File: config.mk
export PLATFORM = sky130hd
export DESIGN_NAME = dtpl_cfg
export DESIGN_NICKNAME = d
export VERILOG_FILES = /design/src/distance_to_parameter_lookup_assert.svh /design/src/dtpl_pkg.sv /design/src/dtpl_cfg.sv
export SDC_FILE = /design/constraint.sdc
export NUM_CORES = 1
export LEC_CHECK = 0
export ABC_AREA = 1
export ABC_CLOCK_PERIOD_IN_PS = 2100
export BUFFER_PORTS_ARGS = -buffer_cell sky130_fd_sc_hd__buf_2
export CORE_MARGIN = 4
export CORE_UTILIZATION = 40
export CTS_BUF_LIST = sky130_fd_sc_hd__clkbuf_4
export DETAILED_ROUTE_END_ITERATION = 8
export PLACE_DENSITY = 0.91
export SYNTH_ARGS = -nofsm -noshare
export SYNTH_HDL_FRONTEND = slang
export SYNTH_SLANG_ARGS = --single-unit
File: constraint.sdc
create_clock -name clk -period 2.1 [get_ports clk]
set_input_delay 0.21 -clock clk [delete_from_list [all_inputs] [get_ports clk]]
set_output_delay 0.21 -clock clk [all_outputs]
set_load 0.01 [all_outputs]
File: src/distance_to_parameter_lookup_assert.svh
// ---------------------------------------------------------------------------
// distance_to_parameter_lookup assertion macros
// Concurrent assertion wrappers; compiled out when NO_ASSERTIONS is defined.
// ---------------------------------------------------------------------------
`ifndef DISTANCE_TO_PARAMETER_LOOKUP_ASSERT_SVH
`define DISTANCE_TO_PARAMETER_LOOKUP_ASSERT_SVH

`ifndef NO_ASSERTIONS

`define DTPL_ASSERT(lbl, clk, rst_n, prop) \
    lbl: assert property (@(posedge clk) disable iff (!rst_n) prop) \
        else $error("dtpl assertion failed");

`define DTPL_ASSERT_NEXT(lbl, clk, rst_n, cond, nxt) \
    lbl: assert property (@(posedge clk) disable iff (!rst_n) (cond) |=> (nxt)) \
        else $error("dtpl assertion failed");

`else

`define DTPL_ASSERT(lbl, clk, rst_n, prop)

`define DTPL_ASSERT_NEXT(lbl, clk, rst_n, cond, nxt)

`endif

`endif

File: src/dtpl_pkg.sv
// ---------------------------------------------------------------------------
// dtpl_pkg
// Shared widths, codes and controller/datapath interface types.
// ---------------------------------------------------------------------------
`timescale 1ns / 1ps
`default_nettype none

package dtpl_pkg;

    localparam int DEF_MAX_ENTRIES  = 1024;
    localparam int DEF_MAX_SEGMENTS = 16;
    localparam int DEF_FRAC_BITS    = 16;

    localparam int ENTRY_INDEX_W = 10;
    localparam int ENTRY_VALUE_W = 31;
    localparam int QUERY_W       = 32;
    localparam int SEG_INDEX_W   = 4;
    localparam int SEG_FRAC_W    = 17;
    localparam int SEG_COUNT_W   = 5;
    localparam int ENTRY_COUNT_W = 11;

    localparam int S_TDATA_W = 80;
    localparam int M_TDATA_W = 24;
    localparam int M_PAD_W   = M_TDATA_W - SEG_FRAC_W - SEG_INDEX_W;

    localparam int ENTRY_INDEX_LSB = 0;
    localparam int ENTRY_VALUE_LSB = ENTRY_INDEX_LSB + ENTRY_INDEX_W;
    localparam int QUERY_LSB       = ENTRY_VALUE_LSB + ENTRY_VALUE_W;

    localparam int CFG_ADDR_W = 3;
    localparam int CFG_DATA_W = 32;
    localparam int CFG_IDX_W  = 1;

    localparam logic [CFG_IDX_W-1:0] REG_SEGMENT_COUNT = 1'b0;
    localparam logic [CFG_IDX_W-1:0] REG_ENTRY_COUNT   = 1'b1;

    localparam logic CMD_LOAD  = 1'b0;
    localparam logic CMD_QUERY = 1'b1;

    localparam logic [SEG_COUNT_W-1:0]   SEG_COUNT_RST   = 5'd1;
    localparam logic [ENTRY_COUNT_W-1:0] ENTRY_COUNT_RST = 11'd2;

    typedef enum logic [1:0] {
        RD_LAST  = 2'd0,
        RD_PROBE = 2'd1,
        RD_B     = 2'd2,
        RD_A     = 2'd3
    } dtpl_rd_sel_t;

    typedef enum logic [1:0] {
        RES_ZERO  = 2'd0,
        RES_FULL  = 2'd1,
        RES_ALPHA = 2'd2
    } dtpl_res_kind_t;

    typedef struct packed {
        logic           load_wr;
        logic           query_cap;
        logic           rd_en;
        dtpl_rd_sel_t   rd_sel;
        logic           srch_init;
        logic           srch_upd;
        logic           tb_cap;
        logic           div1_ld;
        logic           div_step;
        logic           pos_ld;
        logic           div2_ld;
        logic           res_ld;
        dtpl_res_kind_t res_kind;
    } dtpl_cmd_t;

    typedef struct packed {
        logic d_nonpos;
        logic last_hit;
        logic srch_empty;
        logic a_bad;
        logic div_last;
    } dtpl_status_t;

endpackage

`default_nettype wire

File: src/dtpl_cfg.sv
// ---------------------------------------------------------------------------
// dtpl_cfg
// APB register file: segment_count and entry_count.
// ---------------------------------------------------------------------------
`timescale 1ns / 1ps
`default_nettype none

module dtpl_cfg (
    input  logic                                 clk,
    input  logic                                 rst_n,
    input  logic                                 psel,
    input  logic                                 penable,
    input  logic                                 pwrite,
    input  logic [dtpl_pkg::CFG_ADDR_W-1:0]      paddr,
    input  logic [dtpl_pkg::CFG_DATA_W-1:0]      pwdata,
    output logic [dtpl_pkg::CFG_DATA_W-1:0]      prdata,
    output logic                                 pready,
    output logic [dtpl_pkg::SEG_COUNT_W-1:0]     segment_count,
    output logic [dtpl_pkg::ENTRY_COUNT_W-1:0]   entry_count
);
    import dtpl_pkg::*;

    logic [SEG_COUNT_W-1:0]   segment_count_reg, segment_count_next;
    logic [ENTRY_COUNT_W-1:0] entry_count_reg, entry_count_next;
    logic [CFG_IDX_W-1:0]     reg_idx;
    logic                     wr_en;

    assign pready  = 1'b1;
    assign reg_idx = paddr[CFG_ADDR_W-1:2];
    assign wr_en   = psel && penable && pwrite && pready;

    always_comb
    begin
        segment_count_next = segment_count_reg;
        entry_count_next   = entry_count_reg;
        if (wr_en)
        begin
            case (reg_idx)
                REG_SEGMENT_COUNT: segment_count_next = pwdata[SEG_COUNT_W-1:0];
                REG_ENTRY_COUNT:   entry_count_next   = pwdata[ENTRY_COUNT_W-1:0];
                default:           ;
            endcase
        end
    end

    always_comb
    begin
        case (reg_idx)
            REG_SEGMENT_COUNT: prdata = CFG_DATA_W'(segment_count_reg);
            REG_ENTRY_COUNT:   prdata = CFG_DATA_W'(entry_count_reg);
            default:           prdata = '0;
        endcase
    end

    always_ff @(posedge clk or negedge rst_n)
    begin
        if (!rst_n)
        begin
            segment_count_reg <= SEG_COUNT_RST;
            entry_count_reg   <= ENTRY_COUNT_RST;
        end
        else
        begin
            segment_count_reg <= segment_count_next;
            entry_count_reg   <= entry_count_next;
        end
    end

    assign segment_count = segment_count_reg;
    assign entry_count   = entry_count_reg;

endmodule

`default_nettype wire

# Word-level counts from Yosys, hierarchy flattened
# Cells that the tools add are included.
# totals
reg_bits	16
# op_classes
muxes	1
n_bitwise	1
reduce_logical	4
# op_table
op	n
one-hot mux 32 bit (2 select lines)	1
AND reduction 2 bit	2
logical AND 1 bit	2
NOT 1 bit	1

# Depth between registers and ports, before layout
# depth
depth_word	3
mapped_depth	5
mapped_depth_nobuf	4

# Least setup slack after synthesis
# No wires, ideal clock.
# synth_path
kind	flip-flop to output port
startpoint	reg entry_count_reg[1] (netlist: entry_count[1])
endpoint	out prdata[1] (netlist bit)
arrival_time_ps	697
t_required_ps	1890
slack_ps	1193
path_stages_with_launch	3
n_path_buf	0
path_cell_list	dfstp_2 nand2_1 nand2_1
# synth_via
elab_chain_cells	1
# synth_lines
element	line_no	source
start, declared	dtpl_cfg.sv:24	logic [ENTRY_COUNT_W-1:0] entry_count_reg, entry_count_next;
start signal, assigned	dtpl_cfg.sv:65	entry_count_reg <= entry_count_next;
one-hot mux 32 bit (2 select lines)	dtpl_cfg.sv:48	case (reg_idx)
end, declared	dtpl_cfg.sv:16	output logic [dtpl_pkg::CFG_DATA_W-1:0] prdata,
# No other way between the ends. The select of a mux whose other input is x is not followed.

# Worst setup path after layout
# Ends and elaborated chain as after synthesis.

==> flow_summary.ini <==
[cells_and_area]
areaGrowthSynthToFinish_pct = 18.3
final_core_util_pct = 50.0
antennaDiodeCount = 0
layoutNonFillerInstCount = 196
largest_reg_flops = 11
layout-drive-gt1-share_pct = 29.8
layout.nets = 209

[clock_network]
htree_num_levels = 1
cts.sinks = 16
cts-buffers-inserted = 3
postCtsSetupBuffers = 0
cts_tree = yes
clock_path_buffers = 2
cts_root_buf = clkbuf_4
cts_resized = 0
clkSlewWorstSetupHoldPaths_ns = 0.10
clkLatencyLatePin_ns = 0.28

[timing]
skew_ns = 0
max_slew_margin_pct = 64.0
max_freq_ghz = 0.779
hold_viol = 0
post-route-period-util_pct = 61.2
final.setup.tns_ns = 0
maxSlewViolCount = 0
setup_viol = 0
rsz0062_at_grt = no
fin_crit_ns = 1.28
worst_slew_pin_slew_ns = 0.539

[yosys]
synth_area_um2 = 943
yosys_warnings = 0
synth_top_family_by_area = simple AND/OR/NAND/NOR gates
synthAdderAreaFrac_pct = 0
ys_types = 11
synth.top_cell.area_share_pct = 37.1
synth-compound-area-share_pct = 0
synth_mux_area_share_pct = 0
ys_ff_latch = 16
syn_area_per_cell_um2 = 7.49
yosysSeqAreaShare_pct = 42.7
synthSimpleGateAreaFrac_pct = 32.5
synth.area.top_cells = dfrtp_1, nand2_1, buf_4
synth_cells = 126
synth_top_area_cell = dfrtp_1
synthXorXnorAreaFrac_pct = 0

[route]
drc_errors = 0
routed_wirelength_um = 2070
vias_per_cell = 4.21
drt-initial-drc-count = 27
ant_nets = 0
num_vias = 825
drtPass1Iterations = 6
wl_per_cell_um = 10.6

[power_and_ir_drop]
leakage_uw = 0.000735
irDropWorstVdd_mv = 0.397
power.density_mw_per_mm2 = 763

[die]
start_util_pct = 42.2
core_mm2 = 0.00223
io_pins = 89
die_area_mm2 = 0.00320
dieHeight_um = 56.6
die_w_um = 56.6
row_count = 17

[worst_setup_path]
arrival_ns = 1.07
cp-end-kind = primary output
crit_type = flip-flop to primary output
slowest_stage = dfstp_2
crit_chain = nand2_1 > nand2_1 > buf_2
crit_required_ns = 1.89
reg2reg_from = entry_count[1]
cpPeakStageDelay_ns = 0.55
cp-startpoint = entry_count[1]
cp_max_fo = 3
start_kind = flip-flop
crit_top_cell = nand2_1

[run]
max_cap_violations = 0

[global_route]
grt_pass1_wl_um = 3330
grt_pass1_vias = 737
antenna_found_initial = 0
grt_overflow = 0
grt_max_degree = 19
grt_usage_pct = 13.3

[placed_design]
dpl.hpwl_um = 1520
place_congestion = 0.746
dp.cells = 191
port-buffer-count = 43

[min_path]
hold_start = pwdata[1]
hp-class = primary input to flip-flop

[status]
status = finished, final reports clean
-- per-stage QoR --
step,hold slack [ns],power [uW],worst slack (ns),cell area (um^2)
floorplan,-0.0856,595,1.19,1020
global placement,0.136,685,0.836,1080
detailed placement,0.142,690,0.871,1080
CTS,0.116,867,0.792,1120
global route,0.140,918,0.742,1120
finish,0.131,852,0.816,1120
-- report_power, final --
| group | internal, uW | switching, uW |
|---|---|---|
| Combinational | 107 | 164 |
| Sequential | 371 | 40.2 |
| Clock | 69.0 | 101 |
| Total | 547 | 305 |
-- what timing repair did --
| item | CTS | global route |
|---|---|---|
| hold buffers | 1 | 0 |
| endpoints found under the hold margin | 14 | 0 |
| setup endpoints to repair | 0 | 0 |
-- cell usage in the layout, fill, tap and decap left out --
cell type / n
inv_1: 8
dlygate4sd3_1: 1
nand2_1: 54
clkinv_1: 1
dfstp_2: 2
buf_2: 43
conb_1: 22
buf_4: 1
nand3_1: 16
nor2_4: 1
dfrtp_1: 14
nand4_1: 2
clkbuf_4: 3
-- synthesized netlist by cell type --
cell,number
nand4_1,2
buf_6,1
nand2_1,54
dfstp_2,2
inv_1,8
conb_1,2
buf_2,4
dfrtp_1,14
buf_4,22
nor2_4,1
nand3_1,16
-- layer usage --
layer	track usage [%]	part of all wire, %
met1	15.8	39
met2	21.9	49
met3	4.37	11
met4	5.08	0.48
met5	0	0
-- worst paths after layout --
path	cells past startpoint	to	slack [ns]
worst max-delay path	3	prdata[1]	0.82
min in group asynchronous	2	entry_count[10]	0.36
worst min-delay path	3	entry_count[1]	0.13
worst max register to register	2	entry_count[1]	1.38
worst min register to register	2	entry_count[1]	0.47
max in group asynchronous	2	segment_count[0]	1.43
-- final cells by class --
type                            instances  area [um^2]
Clock buffer                            3         22.5
Clock inverter                          1         3.75
Fill cell                             256         1120
Inverter                                8         30.0
Multi-Input combinational cell         95          389
Sequential cell                        16          403
Tap cell                               28         35.0
Timing Repair Buffer                   45          233
-- cells by family after synthesis --
| family | Yosys count |
|---|---|
| flip-flops | 16 |
| other | 2 |
| AND/OR/NAND/NOR | 73 |
| buffers and inverters | 35 |
-- worst max-delay path, delay by kind of cell (launching register included) --
family / cells / cell delay [ns]
AND/OR/NAND/NOR: 2 / 0.11
buffers and inverters: 1 / 0.13
flip-flops: 1 / 0.55
Power figures use the tool's default switching activity.
