$ cat src/distance_to_parameter_lookup_assert.svh
// ---------------------------------------------------------------------------
// distance_to_parameter_lookup assertion macros
// Concurrent assertion wrappers; compiled out when NO_ASSERTIONS is defined.
// ---------------------------------------------------------------------------
`ifndef DISTANCE_TO_PARAMETER_LOOKUP_ASSERT_SVH
`define DISTANCE_TO_PARAMETER_LOOKUP_ASSERT_SVH

`ifndef NO_ASSERTIONS

`define DTPL_ASSERT(lbl, clk, rst_n, prop) \
    lbl: assert property (@(posedge clk) disable iff (!rst_n) prop) \
        else $error("dtpl assertion failed");

`define DTPL_ASSERT_NEXT(lbl, clk, rst_n, cond, nxt) \
    lbl: assert property (@(posedge clk) disable iff (!rst_n) (cond) |=> (nxt)) \
        else $error("dtpl assertion failed");

`else

`define DTPL_ASSERT(lbl, clk, rst_n, prop)

`define DTPL_ASSERT_NEXT(lbl, clk, rst_n, cond, nxt)

`endif

`endif

$ cat src/dtpl_pkg.sv
// ---------------------------------------------------------------------------
// dtpl_pkg
// Shared widths, codes and controller/datapath interface types.
// ---------------------------------------------------------------------------
`timescale 1ns / 1ps
`default_nettype none

package dtpl_pkg;

    localparam int DEF_MAX_ENTRIES  = 1024;
    localparam int DEF_MAX_SEGMENTS = 16;
    localparam int DEF_FRAC_BITS    = 16;

    localparam int ENTRY_INDEX_W = 10;
    localparam int ENTRY_VALUE_W = 31;
    localparam int QUERY_W       = 32;
    localparam int SEG_INDEX_W   = 4;
    localparam int SEG_FRAC_W    = 17;
    localparam int SEG_COUNT_W   = 5;
    localparam int ENTRY_COUNT_W = 11;

    localparam int S_TDATA_W = 80;
    localparam int M_TDATA_W = 24;
    localparam int M_PAD_W   = M_TDATA_W - SEG_FRAC_W - SEG_INDEX_W;

    localparam int ENTRY_INDEX_LSB = 0;
    localparam int ENTRY_VALUE_LSB = ENTRY_INDEX_LSB + ENTRY_INDEX_W;
    localparam int QUERY_LSB       = ENTRY_VALUE_LSB + ENTRY_VALUE_W;

    localparam int CFG_ADDR_W = 3;
    localparam int CFG_DATA_W = 32;
    localparam int CFG_IDX_W  = 1;

    localparam logic [CFG_IDX_W-1:0] REG_SEGMENT_COUNT = 1'b0;
    localparam logic [CFG_IDX_W-1:0] REG_ENTRY_COUNT   = 1'b1;

    localparam logic CMD_LOAD  = 1'b0;
    localparam logic CMD_QUERY = 1'b1;

    localparam logic [SEG_COUNT_W-1:0]   SEG_COUNT_RST   = 5'd1;
    localparam logic [ENTRY_COUNT_W-1:0] ENTRY_COUNT_RST = 11'd2;

    typedef enum logic [1:0] {
        RD_LAST  = 2'd0,
        RD_PROBE = 2'd1,
        RD_B     = 2'd2,
        RD_A     = 2'd3
    } dtpl_rd_sel_t;

    typedef enum logic [1:0] {
        RES_ZERO  = 2'd0,
        RES_FULL  = 2'd1,
        RES_ALPHA = 2'd2
    } dtpl_res_kind_t;

    typedef struct packed {
        logic           load_wr;
        logic           query_cap;
        logic           rd_en;
        dtpl_rd_sel_t   rd_sel;
        logic           srch_init;
        logic           srch_upd;
        logic           tb_cap;
        logic           div1_ld;
        logic           div_step;
        logic           pos_ld;
        logic           div2_ld;
        logic           res_ld;
        dtpl_res_kind_t res_kind;
    } dtpl_cmd_t;

    typedef struct packed {
        logic d_nonpos;
        logic last_hit;
        logic srch_empty;
        logic a_bad;
        logic div_last;
    } dtpl_status_t;

endpackage

`default_nettype wire

$ cat src/dtpl_ctrl.sv
// ---------------------------------------------------------------------------
// dtpl_ctrl
// Sequencer: load/query dispatch, search loop, two divisions, result handoff.
// ---------------------------------------------------------------------------
`timescale 1ns / 1ps
`default_nettype none
`include "distance_to_parameter_lookup_assert.svh"

module dtpl_ctrl (
    input  logic                    clk,
    input  logic                    rst_n,
    input  logic                    s_tvalid,
    output logic                    s_tready,
    input  logic                    s_tuser,
    output logic                    m_tvalid,
    input  logic                    m_tready,
    input  dtpl_pkg::dtpl_status_t  st,
    output dtpl_pkg::dtpl_cmd_t     cmd
);
    import dtpl_pkg::*;

    typedef enum logic [11:0] {
        ST_IDLE   = 12'b0000_0000_0001,
        ST_CHECK  = 12'b0000_0000_0010,
        ST_LAST   = 12'b0000_0000_0100,
        ST_SEARCH = 12'b0000_0000_1000,
        ST_PROBE  = 12'b0000_0001_0000,
        ST_TB     = 12'b0000_0010_0000,
        ST_TA     = 12'b0000_0100_0000,
        ST_DIV1   = 12'b0000_1000_0000,
        ST_POS    = 12'b0001_0000_0000,
        ST_MUL    = 12'b0010_0000_0000,
        ST_DIV2   = 12'b0100_0000_0000,
        ST_OUT    = 12'b1000_0000_0000
    } dtpl_state_t;

    dtpl_state_t    state_reg, state_next;
    dtpl_res_kind_t res_kind_reg, res_kind_next;
    logic           m_tvalid_reg, m_tvalid_next;
    logic           out_free;

    assign out_free = !m_tvalid_reg || m_tready;
    assign s_tready = (state_reg == ST_IDLE);
    assign m_tvalid = m_tvalid_reg;

    always_comb
    begin
        state_next    = state_reg;
        res_kind_next = res_kind_reg;
        cmd           = '0;
        cmd.rd_sel    = RD_LAST;
        cmd.res_kind  = res_kind_reg;
        case (state_reg)
            ST_IDLE:
            begin
                if (s_tvalid)
                begin
                    if (s_tuser == CMD_LOAD)
                    begin
                        cmd.load_wr = 1'b1;
                    end
                    else
                    begin
                        cmd.query_cap = 1'b1;
                        state_next    = ST_CHECK;
                    end
                end
            end
            ST_CHECK:
            begin
                if (st.d_nonpos)
                begin
                    res_kind_next = RES_ZERO;
                    state_next    = ST_OUT;
                end
                else
                begin
                    cmd.rd_en  = 1'b1;
                    cmd.rd_sel = RD_LAST;
                    state_next = ST_LAST;
                end
            end
            ST_LAST:
            begin
                if (st.last_hit)
                begin
                    res_kind_next = RES_FULL;
                    state_next    = ST_OUT;
                end
                else
                begin
                    cmd.srch_init = 1'b1;
                    state_next    = ST_SEARCH;
                end
            end
            ST_SEARCH:
            begin
                if (st.srch_empty)
                begin
                    if (st.a_bad)
                    begin
                        res_kind_next = RES_ZERO;
                        state_next    = ST_OUT;
                    end
                    else
                    begin
                        cmd.rd_en  = 1'b1;
                        cmd.rd_sel = RD_B;
                        state_next = ST_TB;
                    end
                end
                else
                begin
                    cmd.rd_en  = 1'b1;
                    cmd.rd_sel = RD_PROBE;
                    state_next = ST_PROBE;
                end
            end
            ST_PROBE:
            begin
                cmd.srch_upd = 1'b1;
                state_next   = ST_SEARCH;
            end
            ST_TB:
            begin
                cmd.tb_cap = 1'b1;
                cmd.rd_en  = 1'b1;
                cmd.rd_sel = RD_A;
                state_next = ST_TA;
            end
            ST_TA:
            begin
                cmd.div1_ld = 1'b1;
                state_next  = ST_DIV1;
            end
            ST_DIV1:
            begin
                cmd.div_step = 1'b1;
                if (st.div_last)
                begin
                    state_next = ST_POS;
                end
            end
            ST_POS:
            begin
                cmd.pos_ld = 1'b1;
                state_next = ST_MUL;
            end
            ST_MUL:
            begin
                cmd.div2_ld = 1'b1;
                state_next  = ST_DIV2;
            end
            ST_DIV2:
            begin
                cmd.div_step = 1'b1;
                if (st.div_last)
                begin
                    res_kind_next = RES_ALPHA;
                    state_next    = ST_OUT;
                end
            end
            ST_OUT:
            begin
                if (out_free)
                begin
                    cmd.res_ld = 1'b1;
                    state_next = ST_IDLE;
                end
            end
            default:
            begin
                state_next = ST_IDLE;
            end
        endcase
    end

    always_comb
    begin
        m_tvalid_next = m_tvalid_reg;
        if (cmd.res_ld)
        begin
            m_tvalid_next = 1'b1;
        end
        else if (m_tready)
        begin
            m_tvalid_next = 1'b0;
        end
    end

    always_ff @(posedge clk or negedge rst_n)
    begin
        if (!rst_n)
        begin
            state_reg    <= ST_IDLE;
            res_kind_reg <= RES_ZERO;
            m_tvalid_reg <= 1'b0;
        end
        else
        begin
            state_reg    <= state_next;
            res_kind_reg <= res_kind_next;
            m_tvalid_reg <= m_tvalid_next;
        end
    end

    `DTPL_ASSERT_NEXT(a_load_stays_idle, clk, rst_n, s_tvalid && s_tready && s_tuser == CMD_LOAD, s_tready)
    `DTPL_ASSERT_NEXT(a_query_busy, clk, rst_n, s_tvalid && s_tready && s_tuser == CMD_QUERY, !s_tready)
    `DTPL_ASSERT(a_no_overwrite, clk, rst_n, cmd.res_ld |-> (!m_tvalid_reg || m_tready))

endmodule

`default_nettype wire

$ cat config.mk
export PLATFORM = sky130hd
export DESIGN_NAME = dtpl_ctrl
export DESIGN_NICKNAME = d
export VERILOG_FILES = /design/src/dtpl_pkg.sv /design/src/dtpl_ctrl.sv
export VERILOG_INCLUDE_DIRS = /design/src /design/src/src
export SDC_FILE = /design/constraint.sdc
export NUM_CORES = 1
export LEC_CHECK = 0
export BUFFER_PORTS_ARGS = -buffer_cell sky130_fd_sc_hd__buf_2
export CAP_MARGIN = 20
export CORE_MARGIN = 8
export CORE_UTILIZATION = 51
export DETAILED_ROUTE_END_ITERATION = 8
export PLACE_DENSITY = 0.89
export SLEW_MARGIN = 20
export SYNTH_ARGS = -nofsm -noshare
export SYNTH_HDL_FRONTEND = slang
export SYNTH_SLANG_ARGS = --single-unit
$ cat constraint.sdc
create_clock -name clk -period 3.21 [get_ports clk]
set_input_delay 0.1605 -clock clk [delete_from_list [all_inputs] [get_ports clk]]
set_output_delay 0.1605 -clock clk [all_outputs]
set_load 0.005 [all_outputs]
# Word level (Yosys, flattened, before mapping)
# Cells that the tools add are included.
[word_totals] register_bits=15 inputBits=10 output_inout_bits=17 wordCells=67
[classes] n_eq_ne=21 muxes=36 reduce_logical=7
[op_table] cell="one-hot mux 12 bit (12 select lines)" n=1
[op_table] cell="2-to-1 mux 12 bit" n=9
[op_table] cell="inequality test 2 bit (second input constant)" n=8
[op_table] cell="2-to-1 mux 1 bit" n=14
[op_table] cell="2-to-1 mux 2 bit" n=7
[op_table] cell="equality test 12 x 1 -> 1 bit (second input constant)" n=1
[op_table] cell="equality test 12 x 10 -> 1 bit (second input constant)" n=1
[op_table] cell="equality test 12 x 11 -> 1 bit (second input constant)" n=1
[op_table] cell="equality test 12 bit (second input constant)" n=1
[op_table] cell="equality test 12 x 2 -> 1 bit (second input constant)" n=1
[op_table] cell="equality test 12 x 3 -> 1 bit (second input constant)" n=1
[op_table] cell="equality test 12 x 4 -> 1 bit (second input constant)" n=1
[op_table] cell="equality test 12 x 5 -> 1 bit (second input constant)" n=1
[op_table] cell="equality test 12 x 6 -> 1 bit (second input constant)" n=1
[op_table] cell="equality test 12 x 7 -> 1 bit (second input constant)" n=1
[op_table] cell="equality test 12 x 8 -> 1 bit (second input constant)" n=1
[op_table] cell="equality test 12 x 9 -> 1 bit (second input constant)" n=1
[op_table] cell="2-to-1 mux 3 bit" n=3
[op_table] cell="one-hot mux 3 bit (3 select lines)" n=1
[op_table] cell="one-hot mux 2 bit (4 select lines)" n=1
[op_table] cell="AND reduction 6 bit" n=1
[op_table] cell="AND reduction 5 bit" n=1
[op_table] cell="nonzero test 4 bit" n=1
[op_table] cell="inequality test 2 x 1 -> 1 bit (second input constant)" n=1
[op_table] cell="other kinds (4)" n=4

# Logic depth before layout (Yosys ltp)
[logic_depth] depth_word=5 depth_mapped=6 depth_no_buf=5

# Least setup slack after synthesis
# No wires, ideal clock.
[synth_path] path_type="register to register" from="register state_reg[0]" to="register res_kind_reg[0]" setup_time_ns=0.125 t_arrival_ns=1.977 t_required_ns=3.085 setup_slack_ns=1.107 path_stages_with_launch=7 path_buffers=1 cell_sequence="dfstp_2 > clkbuf_1 > or4b_2 > nor4_4 > o21bai_1 > a221o_2 > mux2_4"
[synth_via] elab_chain_cells=3 elab_cells_between_ends=12 cone_classes="9 x eq/ne; 1 x mux; 2 x reduce/logical"
[synth_rtl] item="start: declaration" line_no="dtpl_ctrl.sv:37" source="dtpl_state_t state_reg, state_next;"
[synth_rtl] item="start signal: assignment" line_no="dtpl_ctrl.sv:201" source="state_reg <= state_next;"
[synth_rtl] item="equality test 12 x 11 -> 1 bit (tied with other cells)" line_no="dtpl_ctrl.sv:53" source="case (state_reg)"
[synth_rtl] item="nonzero test 4 bit (no source line) / inequality test 2 bit (equally long branches)"
[synth_rtl] item="AND reduction 6 bit (no source line)"
[synth_rtl] item="end signal: assignment" line_no="dtpl_ctrl.sv:202" source="res_kind_reg <= res_kind_next;"
[synth_rtl] item="end: declaration" line_no="dtpl_ctrl.sv:38" source="dtpl_res_kind_t res_kind_reg, res_kind_next;"
# Parallel ways exist; a longest one is shown, timed or not.
# A chain may end at the register's enable or synchronous reset.

==> results.yml <==
placed_design:
  placed_area_um2: 1169
  pre_cts_ws_ns: 1.009
  port_buffers: 26
  place_hpwl_mm: 2.026
  gp_congestion: 0.8373
  dpl.cell_count: 161
route:
  drt_pass1_iterations: 4
  ant_nets: 0
  wire_per_inst_um: 16.18
  drt_iter0_drc: 26
  routed_wl_mm: 2.686
  via_per_inst: 6.199
  vias: 1029
  drc: 0
yosys:
  syn_inst: 117
  synth_most_common_cell: "dfrtp_1"
  seq_area_frac_synth_pct: 35.88
  yosys_warnings: 0
  synthTopCellsByCount: "14 x dfrtp_1, 11 x nand2_1, 9 x nor2_1, 9 x o21ai_0"
  synth-main-ff-cell: "dfrtp_1"
  ys_seq_elements: 15
  yosys-top-cells-area: "dfrtp_1 33%, nor4_4 6.1%, o21ai_0 4.3%"
  synth_area_um2: 1050
  synth_top_area_share_pct: 33.37
  synth-edff-count: 0
  synth_cell_types: 42
  mappedNetlistNets: 127
  async_reset_ff_share_pct: 100.0
  avgSynthCellArea_um2: 8.972
  yosysTopAreaCell: "dfrtp_1"
clocking:
  insertion_delay_ns: 0.29
  cts_tree: "built"
  cts_max_path_buffers: 2
  post_cts_resized: 0
  clock-root-buffer: "clkbuf_4"
  path_clk_slew_ns: 0.09
  cts_max_level: 1
  cts_buffers: 3
  cts_sinks: 15
layout:
  area_growth_syn_to_layout_pct: 14.90
  fin_util_pct: 61.48
  fill_cells: 194
  largest_register_ffs: 12
  layout-drive-gt1-share_pct: 28.78
  antennaDiodeCount: 0
  stdcell_area_um2: 1206
  final_cells: 166
  fin_nets: 150
critical_path:
  cp.required_ns: 3.05
  r2r_cells: 4
  arrival_ns: 2.36
  cpMaxStageDelayCell: "nor4_1"
  rrSetupSlack_ns: 0.95
  cp_slowest_stage_delay_ns: 0.77
  crit_fanout: 9
  critPathLaunchType: "flip-flop"
  crit_path_end_kind: "output pin"
  timing.rr.start: "state_reg[1]"
  path_class: "reg -> out"
  crit_chain: "nor4_1 -> nand2_1 -> nor4b_1 -> buf_2"
  r2r-end: "res_kind_reg[0]"
floorplanning:
  ioPinCount: 27
  die_area_um2: 3766
  die_height_um: 61.37
  die_width_um: 61.37
  core_area_um2: 1962
  rows: 16
  initial_core_util_pct: 53.51
power:
  finalPower_mw: 0.5382
  power_density_nw_per_um2: 446.2
  leakage_nw: 0.6414
  vdd_ir_drop_max_mv: 0.2885
grt:
  grt_pass1_wl_mm: 4.374
  grt_pass1_vias: 1019
  grt_max_degree: 16
  overflow: 0
  grt_use_total_pct: 15.50
  antenna_found_initial: 0
sta:
  finalCriticalPeriod_ns: 2.520
  finalMaxSlewViolations: 0
  hold_ws_ns: 0.03396
  fin_ws_ns: 0.6901
  setup_viol: 0
  finClkSkew_ns: 0.001321
  finalHoldViolations: 0
  rsz0062_at_grt: "false"
  slew_headroom_pct: 42.21
  totalNegativeSetupSlack_ns: 0
  fmax_mhz: 396.8
  tightest_slew_ns: 0.8589
  period_share_pct: 78.50
worst_hold_path:
  hp-start: "st[4]"
  holdPathStages: 2
  min_to: "state_reg[2]"
  worstHoldPathType: "in -> reg"
outcome:
  status: "completed"
flow_run:
  drv_cap: 0
==> final cells by class <==
type | instances | area [um^2] | area share [%]
flip-flops and latches | 15 | 376.6 | 31.22
multi-input cells | 87 | 605.6 | 50.21
clock inverters | 1 | 5.005 | 0.4149
inverters | 6 | 22.52 | 1.867
repair buffers | 27 | 140.1 | 11.62
well taps | 27 | 33.78 | 2.801
clock buffers | 3 | 22.52 | 1.867
==> where the power goes <==
| group | switching, mW | leakage (nW) | internal (mW) | total (mW) |
|---|---|---|---|---|
| clock network | 0.0631 | 0.0177 | 0.0464 | 0.110 |
| logic | 0.108 | 0.418 | 0.0844 | 0.193 |
| registers | 0.0281 | 0.205 | 0.208 | 0.236 |
| total | 0.200 | 0.641 | 0.338 | 0.538 |
==> layer usage <==
layer	vias to the layer above	global-route usage, %	routed length, um
met5	-	0	0
met4	0	9.416	78
met3	11	5.219	230
met2	49	24.93	1260
met1	495	17.29	1116
li1	474	-	-
==> worst max-delay path by stage <==
stage            startpoint         endpoint  slack (ns)
6_report       state_reg[1]           cmd[3]        0.69
5_1_grt        state_reg[1]           cmd[3]        0.48
4_1_cts        state_reg[1]           cmd[3]        0.72
3_5_place_dp   state_reg[8]  res_kind_reg[0]        1.01
3_3_place_gp   state_reg[4]  res_kind_reg[0]        1.06
2_1_floorplan  state_reg[0]  res_kind_reg[0]        1.11
==> placed cells by master, fill, tap and decap left out, drive strengths merged, types with 3 or more instances in the layout <==
cell type  instances
a21o               3
buf               26
clkbuf             3
dfrtp             14
inv                6
nand2             12
nand2b             4
nor2               9
nor2b              4
nor3               3
nor4               9
nor4b              4
o21ai              9
or4                3
==> repair_timing <==
action                    4_1_cts  5_1_grt
hold endpoints to repair       14        0
hold buffers                    1        0
buffers inserted                0        0
==> worst max-delay path, delay by kind of cell, from the launching register on <==
kind	cells	cell delay (ns)
buf+inv	1	0.19
flops	1	0.47
simple gates	3	1.41
==> logic make-up after synthesis <==
group / count (synthesis) / synth area share (%)
simple gates: 60 / 38.26
compound gates: 23 / 15.50
flops: 15 / 35.88
buf+inv: 15 / 6.435
xor+xnor: 3 / 2.503
mux: 1 / 1.430
(Power assumes the default switching activity.)
